## config.mk

```make
export PLATFORM = sky130hd
export DESIGN_NAME = wma_div
export DESIGN_NICKNAME = d
export VERILOG_FILES = /design/src/rtl/wma_pkg.sv /design/src/rtl/wma_div.sv
export SDC_FILE = /design/constraint.sdc
export NUM_CORES = 1
export LEC_CHECK = 0
export BUFFER_PORTS_ARGS = -buffer_cell sky130_fd_sc_hd__buf_4
export CAP_MARGIN = 0
export CORE_ASPECT_RATIO = 0.6
export CORE_MARGIN = 1
export CORE_UTILIZATION = 25
export CTS_CLUSTER_DIAMETER = 200
export DETAILED_ROUTE_END_ITERATION = 8
export SLEW_MARGIN = 25
export SYNTH_ARGS = -nofsm -noshare
export SYNTH_HDL_FRONTEND = slang
export SYNTH_SLANG_ARGS = --single-unit
```

## constraint.sdc

```tcl
create_clock -name i_clk -period 4.9 [get_ports i_clk]
set_input_delay 0.245 -clock i_clk [delete_from_list [all_inputs] [get_ports i_clk]]
set_output_delay 0.245 -clock i_clk [all_outputs]
set_load 0.05 [all_outputs]
```

## src/rtl/wma_pkg.sv

```systemverilog
package wma_pkg;

    // Sample and result width, Q16.16
    localparam int SAMPLE_BITS = 32;
    // Default window depth; fill_count and window_size are 9 bits, so depths above 511 lie
    // outside what the ports can express
    localparam int WINDOW_MAX_DEF = 256;
    // Width of fill count, window size and divisor
    localparam int CNT_W = 9;

    localparam logic REQ_ADD   = 1'b0;
    localparam logic REQ_CLEAR = 1'b1;

    typedef logic signed [SAMPLE_BITS-1:0] t_sample;
    typedef logic [CNT_W-1:0]              t_count;

endpackage

```

## src/rtl/wma_div.sv

```systemverilog
module wma_div #(
    parameter int SUM_W = 40
) (
    input  logic                          i_clk,
    input  logic                          i_rst_n,
    input  logic                          i_start,
    input  logic signed [SUM_W-1:0]       i_dividend,
    input  wma_pkg::t_count               i_divisor,
    output logic                          o_done,
    output wma_pkg::t_sample              o_quotient
);
    import wma_pkg::*;

    localparam int STEP_W = $clog2(SUM_W + 1);

    localparam logic [1:0] D_IDLE = 2'd0;
    localparam logic [1:0] D_ABS  = 2'd1;
    localparam logic [1:0] D_STEP = 2'd2;
    localparam logic [1:0] D_NEG  = 2'd3;

    logic [1:0]        r_state, n_state;
    logic [SUM_W-1:0]  r_quo, n_quo;
    logic [CNT_W-1:0]  r_rem, n_rem;
    t_count            r_div, n_div;
    logic              r_neg, n_neg;
    logic [STEP_W-1:0] r_step, n_step;
    logic              r_done, n_done;
    t_sample           r_q, n_q;

    logic [CNT_W:0]    rem_sh;
    logic [CNT_W:0]    rem_diff;
    logic [SUM_W-1:0]  quo_neg;

    assign rem_sh   = {r_rem, r_quo[SUM_W-1]};
    assign rem_diff = rem_sh - {1'b0, r_div};
    assign quo_neg  = ~r_quo + SUM_W'(1);

    always_comb begin
        n_state = r_state;
        n_quo   = r_quo;
        n_rem   = r_rem;
        n_div   = r_div;
        n_neg   = r_neg;
        n_step  = r_step;
        n_done  = 1'b0;
        n_q     = r_q;
        case (r_state)
            D_IDLE: begin
                if (i_start) begin
                    n_quo   = i_dividend;
                    n_neg   = i_dividend[SUM_W-1];
                    n_div   = i_divisor;
                    n_state = D_ABS;
                end
            end
            D_ABS: begin
                if (r_neg) begin
                    n_quo = quo_neg;
                end
                n_rem   = '0;
                n_step  = '0;
                n_state = D_STEP;
            end
            D_STEP: begin
                // restoring step: one quotient bit per cycle
                if (!rem_diff[CNT_W]) begin
                    n_rem = rem_diff[CNT_W-1:0];
                end else begin
                    n_rem = rem_sh[CNT_W-1:0];
                end
                n_quo  = {r_quo[SUM_W-2:0], ~rem_diff[CNT_W]};
                n_step = r_step + STEP_W'(1);
                if (r_step == STEP_W'(SUM_W - 1)) begin
                    n_state = D_NEG;
                end
            end
            D_NEG: begin
                n_q     = r_neg ? quo_neg[SAMPLE_BITS-1:0] : r_quo[SAMPLE_BITS-1:0];
                n_done  = 1'b1;
                n_state = D_IDLE;
            end
            default: n_state = D_IDLE;
        endcase
    end

    always_ff @(posedge i_clk) begin
        if (!i_rst_n) begin
            r_state <= D_IDLE;
            r_done  <= 1'b0;
        end else begin
            r_state <= n_state;
            r_done  <= n_done;
        end
        r_quo  <= n_quo;
        r_rem  <= n_rem;
        r_div  <= n_div;
        r_neg  <= n_neg;
        r_step <= n_step;
        r_q    <= n_q;
    end

    assign o_done     = r_done;
    assign o_quotient = r_q;

endmodule
```

==> impl_results.md <==
- Status: completed
- CP arrival: about 3.1 ns
- Setup TNS: 0 ns
- Synthesis-to-layout area growth: 20.9%
- Vias in the first global route: roughly 4.0k
- IO Port Bufs: 84
- Delay-heaviest family, CP: simple AND/OR/NAND/NOR gates
- Syn_nets: 618
- Hold slack: 0.0685 ns
- Final Hold Fails: 0
- Mean post-synth cell area: about 11 µm²
- Crit path capture type: flip-flop
- Crit start category: flip-flop
- Slew headroom: 36.4%
- Max incr delay on CP: 0.67 ns
- All-Layer GR Usage: 12.2%
- Final Core Density: 31.4%
- Post-detail-place hpwl: 9860 µm
- Fin area: 7050 µm²
- DR vias/cell: 4.52
- Dominant cells by area after synthesis: edfxtp_1 50%, xnor2_1 8.3%, nor2b_1 3.8%
- PostCTS Resize Cnt: 0
- Post-synth top area share: 50.0%
- Most frequent cells in the layout: 97 x edfxtp_1, 89 x buf_4, 55 x xnor2_1, 43 x a21oi_1, 40 x nor2_1
- Number of H-tree levels: 3
- Max VDD drop: 0.000333 V
- Worst Path Required: 4.97 ns
- Placed Cells: 912
- Max clock buf depth: 2
- Pwr Total: 4.78 mW
- Drt pass-1 iters: 4
- CTS tree: yes
- Final setup vio count: 0
- TritonCTS buffer count: 9
- Max Slew Vio Count: 0
- Post-placement setup slack: 1.93 ns
- First-pass GRT wire length: 22500 µm
- Number of max-cap violations: 0
- Buf/Inv on CP: 0
- Clock-pin slew on the worst setup and hold paths: 0.07 ns
- Die area: roughly 24000 µm²
- Crit path kind: flip-flop to flip-flop
- CP max FO: 7
- Final #Nets: 684
- Cts hold-fix bufs: 0
- Sequential area share after synthesis: around half
- Fmax achieved: 336 MHz
- # fillers: roughly 2.4k
- Worst path depth: 6
- Ys Warns: 0
- Hold Path Stages: 1
- Worst r2r path cells: 6
- Mapped Cells: 549
- Switch Pwr: roughly 2.0 mW
- Synth area leader: edfxtp_1
- Initial antenna violation count: 0
- Power share of the clock group: between 10 and 15%
- Crit path cell chain: or4_1 > or4_4 > nor3_2 > nand4_1 > xnor2_1 > o21ai_0
- Routed Antenna Nets: 0
- Starting Density: between 20% and 30%
- Placed cell area: between 6000 and 7000 µm²
- RSZ-0062 raised after global routing: no
- DRC Markers: 0
- Mapped cell area: ~5800 µm²
- GP Congestion: 0.822
- Main synth FF type: edfxtp_1
- # IOs: 85
- Slew @ Worst Pin: 0.954 ns
- Share of cells above drive strength 1: a little under a fifth
- Pint: around 2.7 mW
- Flop2flop setup slack: 1.92 ns
- Vias: 4199
- Largest net degree at the start of global routing: 48
- Yosys reg bits: 100
- Min cycle time layout: 2.98 ns
- Worst-Skew Late Latency: 0.35 ns
- EDFF count, synth: slightly below 100
- Setup Fix Bufs, Post-CTS: 0
- Iter 0 DRT Violations: 395
- Leak: 2.56 nW
- # diodes: 0
- Sequential Power Share: 39.7%
- Routed wire length per instance: 15.3 µm
- DIE HEIGHT: approximately 120 µm
- Final period utilization: 60.8%
- Pwr Density: 678 nW/µm²
- Synth unique cells: 50
- # rows: 42
- CTS sink count: 100
- Hold Path Class: primary input to flip-flop
- Routed wire length: 14200 µm
- Std-Cell Core Area: between 20000 and 25000 µm²
- Clock Tree Root: clkbuf_16
- Max Clock Skew: between 0.009 and 0.01 ns
- Ys async rst share: 0%
- GRT Residual Overflow: 0
- Die extent in x: 199 µm
- Net Sw Frac: 42.5%
- Slowest-stage cell, CP: or4_1
- Fin cells: between 900 and 1k
- Comb pwr share: 46.1%
- PnR worst setup slack: 1.92 ns
- Commonest non-fill, non-tap cell in the layout: edfxtp_1
==> worst paths after layout <==
kind                      startpoint                      end
max reg2reg      r_quo[14]$_DFFE_PP_      r_quo[37]$_DFFE_PP_
min reg2reg  r_state[0]$_SDFFE_PN0P_  r_state[0]$_SDFFE_PN0P_
min                     i_divisor[2]       r_div[2]$_DFFE_PP_
max              r_quo[14]$_DFFE_PP_      r_quo[37]$_DFFE_PP_
==> state kept, by name, indices dropped and copies added, names as in the netlist <==
name and count:
r_rem 9, o_done 1, r_div 9, r_quo 40, r_neg 1, o_quotient 32
r_step 6, r_state 2
==> synth_stat cells, types with 11 or more instances <==
cell	instances
a21oi_1	43
nand2_1	30
or3_1	11
xor2_1	16
inv_1	18
edfxtp_1	97
ha_1	16
clkbuf_1	31
o21ai_0	36
xnor2_1	55
nor2b_1	35
nor2_1	40
nand2b_1	12
==> power by group through the flow <==
stage	logic [mW]	registers, mW	clock network (mW)
global route	2.46	1.95	0.730
finish	2.20	1.90	0.678
global placement	2.18	1.90	0
detailed placement	2.21	1.91	0
CTS	2.22	1.89	0.701
floorplan	1.63	1.87	0
==> cells by family (layout without fill, tap and decap cells) <==
kind of cell | after synthesis | in the layout | share of synthesized area (%)
and+or+nand+nor | 180 | 180 | 17.5
AOI/OAI and AO/OA | 120 | 120 | 12.2
DFF | 100 | 100 | 51.0
xor gates and xnor gates | 71 | 71 | 10.7
buffers and inverters | 53 | 124 | 3.56
adders and majority gates | 17 | 17 | 3.78
muxes | 8 | 8 | 1.37
==> layer usage <==
layer	global-route usage (%)	share of wire (%)	vias up
met4	1.97	0.51	0
met3	3.60	5.7	9
li1	-	-	2094
met1	18.4	52	1985
met5	0	0	-
met2	17.3	42	111
==> area by class of cell <==
type | instances | area [µm²] | area share, %
multi-input combinational | 396 | 2670 | 37.8
clock buffer | 11 | 233 | 3.30
timing repair buffer | 90 | 688 | 9.76
sequential | 100 | 2970 | 42.2
tap | 308 | 385 | 5.47
clock inverter | 5 | 35.0 | 0.497
inverter | 18 | 67.6 | 0.959
(Power assumes the default switching activity.)
